### config.mk
export PLATFORM = sky130hd
export DESIGN_NAME = hsvab_div
export DESIGN_NICKNAME = d
export VERILOG_FILES = /design/src/rtl/hsvab_div.sv
export SDC_FILE = /design/constraint.sdc
export NUM_CORES = 1
export LEC_CHECK = 0
export BUFFER_PORTS_ARGS = -buffer_cell sky130_fd_sc_hd__buf_2
export CAP_MARGIN = 15
export CORE_MARGIN = 2
export CORE_UTILIZATION = 42
export DETAILED_ROUTE_END_ITERATION = 16
export GPL_TIMING_DRIVEN = 0
export PLACE_DENSITY = 0.53
export SYNTH_ARGS = -nofsm -noshare
export SYNTH_HDL_FRONTEND = slang
export SYNTH_SLANG_ARGS = --single-unit
### constraint.sdc
create_clock -name clk_i -period 6.3 [get_ports clk_i]
set_clock_uncertainty 0.15 [all_clocks]
set_input_delay 0.315 -clock clk_i [delete_from_list [all_inputs] [get_ports clk_i]]
set_output_delay 0.315 -clock clk_i [all_outputs]
set_load 0.03 [all_outputs]
### src/rtl/hsvab_div.sv
// Pipelined restoring divider, one quotient bit per register stage.
// Standalone; used twice by hsv_adjust_blend_unit.
`default_nettype none

module hsvab_div #(
  parameter int DW = 33,
  parameter int VW = 16,
  parameter int QW = 17
) (
  input  wire logic          clk_i,
  input  wire logic [DW-1:0] dividend_i,
  input  wire logic [VW-1:0] divisor_i,
  output logic      [QW-1:0] quotient_o
);

  logic [VW-1:0] rem_in  [QW];
  logic [QW-1:0] low_in  [QW];
  logic [QW-1:0] quo_in  [QW];
  logic [VW-1:0] dvs_in  [QW];
  logic [VW-1:0] rem_q   [QW];
  logic [QW-1:0] low_q   [QW];
  logic [QW-1:0] quo_q   [QW];
  logic [VW-1:0] dvs_q   [QW];

  // The caller guarantees the quotient fits in QW bits, so the upper
  // dividend bits start out below the divisor.
  assign rem_in[0] = VW'(dividend_i >> QW);
  assign low_in[0] = dividend_i[QW-1:0];
  assign quo_in[0] = '0;
  assign dvs_in[0] = divisor_i;

  for (genvar i = 0; i < QW; i++) begin : g_stage
    logic [VW:0] trial;
    logic [VW:0] diff;
    logic        ge;

    if (i > 0) begin : g_link
      assign rem_in[i] = rem_q[i-1];
      assign low_in[i] = low_q[i-1];
      assign quo_in[i] = quo_q[i-1];
      assign dvs_in[i] = dvs_q[i-1];
    end

    assign trial = {rem_in[i], low_in[i][QW-1]};
    assign diff  = trial - {1'b0, dvs_in[i]};
    assign ge    = (trial >= {1'b0, dvs_in[i]});

    always_ff @(posedge clk_i) begin
      rem_q[i] <= ge ? diff[VW-1:0] : trial[VW-1:0];
      low_q[i] <= {low_in[i][QW-2:0], 1'b0};
      quo_q[i] <= {quo_in[i][QW-2:0], ge};
      dvs_q[i] <= dvs_in[i];
    end
  end

  assign quotient_o = quo_q[QW-1];

endmodule

`default_nettype wire
==> impl_metrics.json, run 1 <==
{
  "status": "finished clean",
  "path_class": "flip-flop to flip-flop",
  "finalHoldViolCount": 0,
  "worst_pin_slew_ns": 0.958,
  "startpoint": "dvs_q[0][209]",
  "critical_path_depth": 9,
  "core_sq_mm": 0.0762,
  "drive_gt1_share_pct": 10.9,
  "netlist_area_sq_mm": 0.0324,
  "yosysWarnings": 0,
  "endpoint_kind": "flip-flop",
  "p_sw_share_pct": 36.2,
  "grt.overflow.total": 0,
  "fmax_mhz": 274,
  "sequentialPowerShare_pct": 33.9,
  "initial_core_util_pct": 42.5,
  "min_path_type": "primary input to flip-flop",
  "r2r_slack_ns": 2.65,
  "synthCells": 3209,
  "grtUsageTotal_pct": 18.4,
  "antenna_found_initial": 0,
  "cts_tree": "yes",
  "power.total_mw": 21.6,
  "required_ns": 6.66,
  "cap_violations": 0,
  "pre_cts_ws_ns": 2.81,
  "relSlewSlack_pct": 35.7,
  "fin_ws_ns": 2.65,
  "p_leak_nw": 16.9,
  "rr_endpoint": "rem_q[0][228]",
  "clockBufferDepth": 3,
  "drt_iter0_drc": 1268,
  "cp.arrival_ns": 4.01,
  "worstPathMaxFanout": 10,
  "post-route-util_pct": 49.1,
  "max_stage_delay_ns": 0.67,
  "vias": 22600,
  "synth_top_area_cell": "dfxtp_1",
  "p_sw_mw": 7.82,
  "synth_area_per_cell_sq_um": 10.1,
  "powerDensity_mw_per_mm2": 578,
  "drv_slew": 0,
  "critPathLaunchType": "flip-flop",
  "wl_per_cell_um": 16.1,
  "gp_congestion": 0.900,
  "period_share_pct": 57.9,
  "die_h_um": 282,
  "vias_per_cell": 5.01,
  "io_pins": 67,
  "clock_sinks": 801,
  "synth-edff-count": 0,
  "cts_hold_buf": 48,
  "ys_seq_elements": 801,
  "io_buffers": 66,
  "yosysSeqAreaShare_pct": 49.5,
  "die_x_um": 282,
  "yosysTopAreaCellShare_pct": 49.5,
  "area_growth_pct": 15.4,
  "syn_nets": 3547,
  "synthArstFlopShare_pct": 0,
  "cts_setup_buffers": 0,
  "synthTopCellsByArea": "dfxtp_1 49%, ha_1 11%, mux2_2 4.0%, inv_1 3.9%, o21ai_0 2.7%",
  "grt_pass1_wl_um": 116000,
  "ant_nets": 0,
  "combPwrFrac_pct": 42.8,
  "crit_chain": "inv_1 -> ha_1 -> nor2b_1 -> o31a_1 -> o31ai_1 -> a21oi_1 -> a31oi_1 -> clkbuf_1 -> mux2_2",
  "crit_path_end": "rem_q[0][228]",
  "finalWirelength_um": 72500,
  "path_delay_family": "compound AO/OA/AOI/OAI gates",
  "p_int_mw": 13.8,
  "whs_ns": 0.0723,
  "clk_pin_slew_worst_paths_ns": 0.06,
  "row_count": 101,
  "dpl_cell_area_sq_mm": 0.0340,
  "grt_pass1_vias": 22700,
  "fillers": 7016,
  "fin_nets": 3748,
  "dr.pass1.iters": 5,
  "place_inst": 4305,
  "root_buffer": "clkbuf_16",
  "final_cell_area_sq_mm": 0.0374,
  "dp_hpwl_um": 56700,
  "worst_skew_pair.late_latency_ns": 0.63,
  "dieArea_sq_mm": 0.0794,
  "critPathSlowestCell": "a31oi_1",
  "ys.flop_type": "dfxtp_1",
  "synth_cell_types": 81,
  "rsz0062_at_grt": "false",
  "r2r-start": "dvs_q[0][209]",
  "ctsResizeCount": 0,
  "worst-path-buf-inv": 2,
  "max-vdd-ir-drop_uv": 258,
  "register_area_sq_mm": 0.0160,
  "multi_input_area_sq_mm": 0.0149,
  "htree_levels": 3,
  "setup_viol_count_final": 0,
  "power_frac_clock_pct": 23.4,
  "grt_max_degree": 16,
  "cts_buffers": 85,
  "fin_cells": 4506,
  "drc_errors": 0,
  "diodes": 0,
  "period_needed_ns": 3.65,
  "r2r_cells": 9,
  "setup_tns_ns": 0
}
-- cells by family after synthesis --
| group | Yosys count | share of synthesized area (%) |
|---|---|---|
| adder cells (fa/ha/maj) | 288 | 11.5 |
| AO/OA/AOI/OAI | 705 | 14.1 |
| XOR/XNOR | 159 | 4.30 |
| buffers and inverters | 382 | 4.50 |
| multiplexers | 151 | 5.22 |
| flip-flops | 801 | 49.5 |
| AND/OR/NAND/NOR | 723 | 10.9 |
-- worst min-delay path by stage --
stage / cells after the start / end / start
2_1_floorplan: 0 / low_q[0][102] / low_q[0][85]
5_1_grt: 5 / rem_q[0][3] / dividend_i[32]
4_1_cts: 5 / rem_q[0][3] / dividend_i[32]
6_report: 5 / rem_q[0][3] / dividend_i[32]
3_3_place_gp: 0 / low_q[0][255] / low_q[0][238]
3_5_place_dp: 0 / low_q[0][119] / low_q[0][102]
-- registers in the layout, indices dropped and copies added, names as in the netlist --
signal / flops
dvs_q: 256
rem_q: 256
quo_q: 153
low_q: 136
-- power groups by stage --
stage	clock network (mW)	logic, mW	registers (mW)
floorplan	0	7.15	7.19
global placement	0	9.07	7.46
detailed placement	0	9.20	7.47
CTS	5.23	9.29	7.37
global route	5.42	10.4	7.48
finish	5.05	9.26	7.33
-- metal layers --
layer | GRT usage, % | wire length (um)
met1 | 22.3 | 31600
met2 | 33.3 | 36000
met3 | 2.51 | 2690
met4 | 6.53 | 2260
met5 | 0 | 0
-- final cells by class --
| cell class | instances | area share (%) |
|---|---|---|
| well taps | 1030 | 3.44 |
| flip-flops and latches | 801 | 42.9 |
| clock buffers | 103 | 6.08 |
| repair buffers | 114 | 2.17 |
| inverters | 337 | 3.38 |
| multi-input cells | 2026 | 39.9 |
| clock inverters | 50 | 1.69 |
| plain buffers | 45 | 0.515 |
-- Yosys cell counts (20+ instances only) --
cell,n
clkbuf_1,27
a31oi_1,26
ha_1,272
nand2b_1,40
or3_1,26
nand4_1,34
mux2i_1,28
mux2_2,116
inv_1,337
nand2_1,184
a21o_1,50
o21ai_0,178
nor2b_1,52
o31ai_1,29
xnor2_1,92
o21a_1,58
nor3_1,58
o31a_1,23
xor2_1,67
dfxtp_1,801
a21oi_1,169
a21boi_0,20
nand3_1,56
nor2_1,184
-- worst register-to-register path, cell delays in order (launching register included) --
cell and delay [ns]:
dfxtp_1 0.40, inv_1 0.07, ha_1 0.30, nor2b_1 0.14
o31a_1 0.28, o31ai_1 0.38, a21oi_1 0.28, a31oi_1 0.67
clkbuf_1 0.48, mux2_2 0.39
-- placed cells by master, fill, tap and decap left out, drive strengths merged, types with 18 or more instances in the layout --
| master | netlist | final |
|---|---|---|
| buf | 18 | 84 |
| o211ai | 18 | 18 |
| clkinv | 0 | 28 |
| nor2b | 52 | 52 |
| a21o | 50 | 50 |
| o31a | 23 | 23 |
| xor2 | 67 | 67 |
| dfxtp | 801 | 801 |
| ha | 272 | 272 |
| nand4 | 34 | 34 |
| o21ai | 188 | 188 |
| inv | 337 | 342 |
| mux2i | 28 | 28 |
| a211oi | 18 | 18 |
| clkbuf | 27 | 130 |
| xnor2 | 92 | 92 |
| nand3 | 56 | 56 |
| nand2b | 40 | 40 |
| mux2 | 123 | 123 |
| dlygate4sd3 | 0 | 48 |
| a21oi | 173 | 173 |
| o21a | 58 | 58 |
| o31ai | 30 | 30 |
| nand2 | 184 | 184 |
| nor2 | 184 | 184 |
| or3 | 27 | 27 |
| a21boi | 21 | 21 |
| a31oi | 28 | 28 |
| nor3 | 58 | 58 |
No activity file was read; power rests on OpenSTA's default activity.
==> run 2, diff against run 1 <==
--- a/config.mk
+++ b/config.mk
@@ -5,13 +5,14 @@
 export SDC_FILE = /design/constraint.sdc
 export NUM_CORES = 1
 export LEC_CHECK = 0
+export ABC_AREA = 1
 export BUFFER_PORTS_ARGS = -buffer_cell sky130_fd_sc_hd__buf_2
 export CAP_MARGIN = 15
 export CORE_MARGIN = 2
 export CORE_UTILIZATION = 42
 export DETAILED_ROUTE_END_ITERATION = 16
 export GPL_TIMING_DRIVEN = 0
-export PLACE_DENSITY = 0.53
+export PLACE_DENSITY = 0.55
 export SYNTH_ARGS = -nofsm -noshare
 export SYNTH_HDL_FRONTEND = slang
 export SYNTH_SLANG_ARGS = --single-unit
==> constraint.sdc (replaced) <==
create_clock -name clk_i -period 3.2 [get_ports clk_i]
set_clock_uncertainty 0.15 [all_clocks]
set_input_delay 0.16 -clock clk_i [delete_from_list [all_inputs] [get_ports clk_i]]
set_output_delay 0.16 -clock clk_i [all_outputs]
set_load 0.03 [all_outputs]
==> run 2 against run 1 <==
  * Wire length increased by 31%
  * Clock power up 110%
  * Sequential share of layout area is 6.3 points lower
  * Highest routed layer unchanged
  * Synthesized cell count grew 65%
  * First-iteration DRC count rose by 41%
  * Global-route usage grew 2.1 points
  * Largest cell class is now multi-input combinational cells
  * Combinational power grew 130%
  * Non-clock buffer count grew 51
==> impl_metrics.json, run 2 <==
{
  "cts_tree": "yes",
  "largestRegisters": "dvs_q: 256 flops, rem_q: 256 flops, quo_q: 153 flops",
  "yosysTopAreaCellShare_pct": 42.1,
  "io_pins": 67,
  "root_buffer": "clkbuf_16",
  "yosysSeqAreaShare_pct": 42.1,
  "hold_end": "dvs_q[0][6]",
  "synth_most_common_cell": "nand2_1",
  "dp_hpwl_um": 76200,
  "grt.overflow.total": 0,
  "critPathSlowestCell": "dlygate4sd3_1",
  "powerDensity_mw_per_mm2": 1050,
  "wl_per_cell_um": 14.0,
  "area_growth_pct": 15.2,
  "fmax_mhz": 350,
  "die_x_um": 305,
  "finalWirelength_um": 94800,
  "io_buffers": 66,
  "status": "finished clean",
  "drt_iter0_drc": 1790,
  "worst_skew_pair.late_latency_ns": 0.66,
  "clk_pin_slew_worst_paths_ns": 0.06,
  "r2r-start": "dvs_q[0][154]",
  "dieArea_sq_mm": 0.0931,
  "required_ns": 3.57,
  "initial_core_util_pct": 42.3,
  "synth-edff-count": 0,
  "rr_endpoint": "rem_q[0][171]",
  "cap_violations": 0,
  "final_cell_mix": "1953 x nand2_1, 1026 x inv_1, 801 x dfxtp_1",
  "multi_input_area_sq_mm": 0.0177,
  "synthCells": 5309,
  "antenna_found_initial": 0,
  "vias_per_cell": 4.60,
  "row_count": 110,
  "cts_buffers": 86,
  "vias": 31200,
  "synth-simple-area-share_pct": 31.9,
  "max-vdd-ir-drop_uv": 522,
  "crit_top_cell": "dlygate4sd3_1",
  "drc_errors": 0,
  "synth_compound_area_share_pct": 2.65,
  "fin_nets": 5887,
  "synth_top_area_cell": "dfxtp_1",
  "finalHoldViolCount": 0,
  "min_path_type": "primary input to flip-flop",
  "synthArstFlopShare_pct": 0,
  "synthAdderAreaFrac_pct": 9.77,
  "drive_gt1_share_pct": 6.65,
  "register_area_sq_mm": 0.0160,
  "power.total_mw": 46.2,
  "worstHoldStart": "divisor_i[6]",
  "synth_common_cells": "1953 x nand2_1, 1026 x inv_1, 801 x dfxtp_1",
  "grt_pass1_vias": 30300,
  "gp_congestion": 0.914,
  "setup_viol_count_final": 0,
  "syn_nets": 5647,
  "path_class": "primary input to flip-flop",
  "ant_nets": 0,
  "ys_seq_elements": 801,
  "htree_levels": 3,
  "crit_chain": "dlygate4sd3_1 -> buf_2 -> inv_1 -> ha_1 -> nand2_1 -> nor2_2 -> nand3_1 -> nand3_2 -> nand3_4 -> nand3_1 -> dlygate4sd3_1 -> nand2_1 -> dlygate4sd3_1",
  "cp.arrival_ns": 3.23,
  "r2r_cells": 13,
  "die_h_um": 305,
  "dr.pass1.iters": 6,
  "clockBufferDepth": 3,
  "ctsResizeCount": 0,
  "grt_max_degree": 16,
  "endpoint_kind": "flip-flop",
  "setup_tns_ns": 0,
  "rsz0062_at_grt": "false",
  "synthTopCellsByArea": "dfxtp_1 42%, nand2_1 19%, inv_1 10%, ha_1 8.9%, nand3_1 5.5%",
  "synthXorXnorAreaFrac_pct": 2.23,
  "max_stage_delay_ns": 0.55,
  "clock_sinks": 801,
  "worst_pin_slew_ns": 0.514,
  "relSlewSlack_pct": 65.4,
  "core_sq_mm": 0.0900,
  "period_share_pct": 89.3,
  "worstPathMaxFanout": 8,
  "p_leak_nw": 24.8,
  "r2r_slack_ns": 0.75,
  "synth_top_family_by_area": "simple AND/OR/NAND/NOR gates",
  "drv_slew": 0,
  "final_common_cell": "nand2_1",
  "grtUsageTotal_pct": 20.5,
  "yosysWarnings": 0,
  "diodes": 0,
  "min_path_cells": 2,
  "netlist_area_sq_mm": 0.0381,
  "period_needed_ns": 2.86,
  "synth_area_per_cell_sq_um": 7.18,
  "grt_pass1_wl_um": 154000,
  "fillers": 9122,
  "ys.flop_type": "dfxtp_1",
  "critPathLaunchType": "primary input",
  "muxShareOfSynthArea_pct": 0,
  "synth_cell_types": 40
}
-- run 2: changes by cell type after synthesis, moves of 29 or more --
cell	before	now
inv_1	337	1026
nor2b_1	52	0
mux2_2	116	0
nand4_1	34	71
xnor2_1	92	21
nand2b_1	40	0
nand2_1	184	1953
o31ai_1	29	0
o21ai_0	178	10
nand3_1	56	421
o21a_1	58	14
a21o_1	50	1
nand2_2	0	29
-- run 2: logic make-up (layout without fill, tap and decap cells) --
logic type | count (synthesis) | in the layout
flops | 801 | 801
compound gates | 187 | 187
xor+xnor | 97 | 97
buf+inv | 1090 | 1394
simple gates | 2846 | 2846
fa+ha+maj | 288 | 288
-- run 2: worst max-delay path by stage --
| stage | from | to | slack, ns | cells past startpoint |
|---|---|---|---|---|
| finish | divisor_i[8] | rem_q[0][1] | 0.34 | 13 |
| global route | divisor_i[8] | rem_q[0][3] | 0.22 | 13 |
| CTS | divisor_i[8] | rem_q[0][2] | 0.45 | 13 |
| detailed placement | dvs_q[0][66] | rem_q[0][89] | 0.75 | 14 |
| global placement | dvs_q[0][66] | rem_q[0][89] | 0.72 | 14 |
| floorplan | low_q[0][95] | rem_q[0][104] | 1.32 | 10 |
-- run 2: metrics by stage --
step / cell area (sq um) / hold WS [ns] / utilization (%) / setup WS (ns) / cells
after floorplan: 38100 / 0.0377 / - / 1.32 / 5309
after global placement: 39900 / 0.114 / 44.3 / 0.716 / 6551
after detailed placement: 39900 / 0.114 / 44.3 / 0.751 / 6551
after CTS: 43900 / 0.00160 / 48.8 / 0.453 / 6789
after global routing: 43900 / 0.0156 / 48.8 / 0.218 / 6789
final: 43900 / 0.0513 / 48.8 / 0.343 / 6789
-- run 2: worst max-delay path, delay by kind of cell --
kind | cells | cell delay, ns
fa+ha+maj | 1 | 0.35
buf+inv | 5 | 1.82
simple gates | 7 | 0.89
-- run 2: final cells by class --
cell class                 instances  area share, %
multi-input combinational       3418           40.4
sequential                       801           36.5
inverter                        1032           8.83
clock buffer                     107           5.33
tap                             1176           3.35
timing repair buffer             152           2.71
clock inverter                    45           1.80
buffer                            58           1.06
-- run 2: power breakdown --
| group | switching, mW | internal, mW |
|---|---|---|
| sequential | 1.62 | 12.9 |
| clock | 4.12 | 6.63 |
| combinational | 13.4 | 7.50 |
| total | 19.1 | 27.0 |
-- run 2: metal layers --
layer  global-route usage, %  up-vias  wire (um)
met2                    35.8      584      44700
li1                        -    16700          -
met3                    2.68      188       3600
met5                       0        -          0
met4                    7.45        0       3290
met1                    25.8    13800      43200
-- run 2: timing repair --
item                                   in CTS  in global routing
setup buffers                               0                  0
endpoints found under the hold margin      48                  0
hold buffers                               86                  0
==> run 3, diff against run 2 <==
--- a/config.mk
+++ b/config.mk
@@ -12,7 +12,8 @@
 export CORE_UTILIZATION = 42
 export DETAILED_ROUTE_END_ITERATION = 16
 export GPL_TIMING_DRIVEN = 0
-export PLACE_DENSITY = 0.55
+export PLACE_DENSITY = 0.53
+export SKIP_CTS_REPAIR_TIMING = 1
 export SYNTH_ARGS = -nofsm -noshare
 export SYNTH_HDL_FRONTEND = slang
 export SYNTH_SLANG_ARGS = --single-unit
==> constraint.sdc (replaced) <==
create_clock -name clk_i -period 3.4 [get_ports clk_i]
set_clock_uncertainty 0.15 [all_clocks]
set_input_delay 0.17 -clock clk_i [delete_from_list [all_inputs] [get_ports clk_i]]
set_output_delay 0.17 -clock clk_i [all_outputs]
set_load 0.03 [all_outputs]
==> run 3 against run 2 <==
  * Global-route usage rose by 0.091 points
  * Critical path depth unchanged
  * Register-to-register slack improved by 0.15 ns
  * Clock-buffer cell count up 3
  * Sequential power decreased by 6%
  * Flip-flop and latch count unchanged
  * Sequential share of layout area is essentially flat
==> impl_metrics.json, run 3 (same netlist as run 2, synthesis figures left out) <==
{
  "setup_tns_ns": 0,
  "drt_iter0_drc": 1844,
  "core_sq_mm": 0.0900,
  "path_class": "flip-flop to flip-flop",
  "grt_pass1_vias": 29700,
  "dieArea_sq_mm": 0.0931,
  "root_buffer": "clkbuf_16",
  "pre_cts_ws_ns": 0.925,
  "powerDensity_mw_per_mm2": 993,
  "initial_core_util_pct": 42.3,
  "dr.pass1.iters": 8,
  "fin_ws_ns": 0.896,
  "clockBufferDepth": 3,
  "max-vdd-ir-drop_uv": 498,
  "gp_congestion": 0.893,
  "drive_gt1_share_pct": 6.79,
  "wl_per_cell_um": 14.1,
  "area_growth_pct": 15.1,
  "worst_skew_pair.late_latency_ns": 0.67,
  "period_share_pct": 73.7,
  "grt.overflow.total": 0,
  "grt_pass1_wl_um": 153000,
  "fillers": 9115,
  "clock_sinks": 801,
  "min_path_type": "primary input to flip-flop",
  "ant_nets": 0,
  "largestRegisters": "dvs_q: 256 flops, rem_q: 256 flops, quo_q: 153 flops",
  "critPathLaunchType": "flip-flop",
  "drc_errors": 0,
  "fin_nets": 5879,
  "worst_pin_slew_ns": 0.545,
  "vias": 31000,
  "finalHoldViolCount": 0,
  "cp.arrival_ns": 2.91,
  "relSlewSlack_pct": 63.4,
  "fmax_mhz": 399,
  "required_ns": 3.80,
  "row_count": 110,
  "endpoint_kind": "flip-flop",
  "diodes": 0,
  "drv_slew": 0,
  "final_common_cell": "nand2_1",
  "dp_hpwl_um": 76800,
  "clk_pin_slew_worst_paths_ns": 0.06,
  "cts_tree": "yes",
  "cap_violations": 0,
  "htree_levels": 3,
  "finalWirelength_um": 95700,
  "grtUsageTotal_pct": 20.6,
  "rsz0062_at_grt": "false",
  "period_needed_ns": 2.50,
  "worstPathMaxFanout": 10,
  "io_pins": 67,
  "die_h_um": 305,
  "final_cell_mix": "1953 x nand2_1, 1026 x inv_1, 801 x dfxtp_1",
  "die_x_um": 305,
  "antenna_found_initial": 2,
  "io_buffers": 66,
  "cts_buffers": 89,
  "p_leak_nw": 24.7,
  "grt_max_degree": 16,
  "status": "finished clean",
  "setup_viol_count_final": 0,
  "vias_per_cell": 4.57
}
run 3: cell types whose count changed in the layout (fill, tap and decap cells not counted), sizes merged:
cell / before / now
dlygate4sd3: 86 / 75
bufinv: 17 / 12
clkinvlp: 3 / 8
clkinv: 19 / 18
inv: 1038 / 1044
clkbuf: 112 / 115
run 3: path summary, 6_finish.rpt:
kind	start	cells after the start	slack [ns]	to
worst max register to register	dvs_q[0][154]	13	0.90	rem_q[0][169]
worst min-delay path	dividend_i[32]	8	0.02	rem_q[0][15]
worst max-delay path	dvs_q[0][154]	13	0.90	rem_q[0][169]
worst min register to register	quo_q[8][8]	0	0.17	quo_q[9][9]
run 3: final cells by class:
cell class	instances	area (sq um)	area share, %
buffer	58	464	1.06
tap	1176	1470	3.36
timing repair buffer	141	1080	2.47
clock inverter	50	777	1.77
multi-input combinational	3418	17700	40.4
inverter	1032	3870	8.84
clock buffer	110	2420	5.51
sequential	801	16000	36.6
run 3: power by group:
part	internal [mW]	leakage [nW]	switching, mW
registers	12.1	6.75	1.55
clock network	6.08	1.53	4.12
logic	7.04	16.4	12.6
total	25.3	24.7	18.3
run 3: worst max-delay path: stages (launching register included):
cell     delay, ns
dfxtp_1       0.50
inv_1         0.08
ha_1          0.37
nand2_1       0.14
inv_1         0.07
nand2_1       0.08
nor2_1        0.08
nand3_1       0.08
nand2_1       0.08
nor2_4        0.27
nand2_4       0.16
buf_6         0.18
nand2_1       0.06
nand2_1       0.08
run 3: through the flow:
stage                     hold slack (ns)  utilization, %  total power, mW  instance area (sq um)  std cells
after floorplan                    0.0477               -             28.2                  38100       5309
after global placement              0.124            44.3             33.4                  39900       6551
after detailed placement            0.124            44.3             33.5                  39900       6551
after CTS                          -0.609            47.9             44.0                  43100       6711
after global routing               0.0110            48.7             47.6                  43800       6786
final                              0.0183            48.7             43.5                  43800       6786
run 3: routing by layer:
layer | up-vias | wire [um] | GRT usage, %
met2 | 538 | 45100 | 35.7
met3 | 152 | 3750 | 2.88
li1 | 16700 | - | -
met5 | - | 16 | 0
met4 | 2 | 2890 | 6.60
met1 | 13700 | 44000 | 26.4
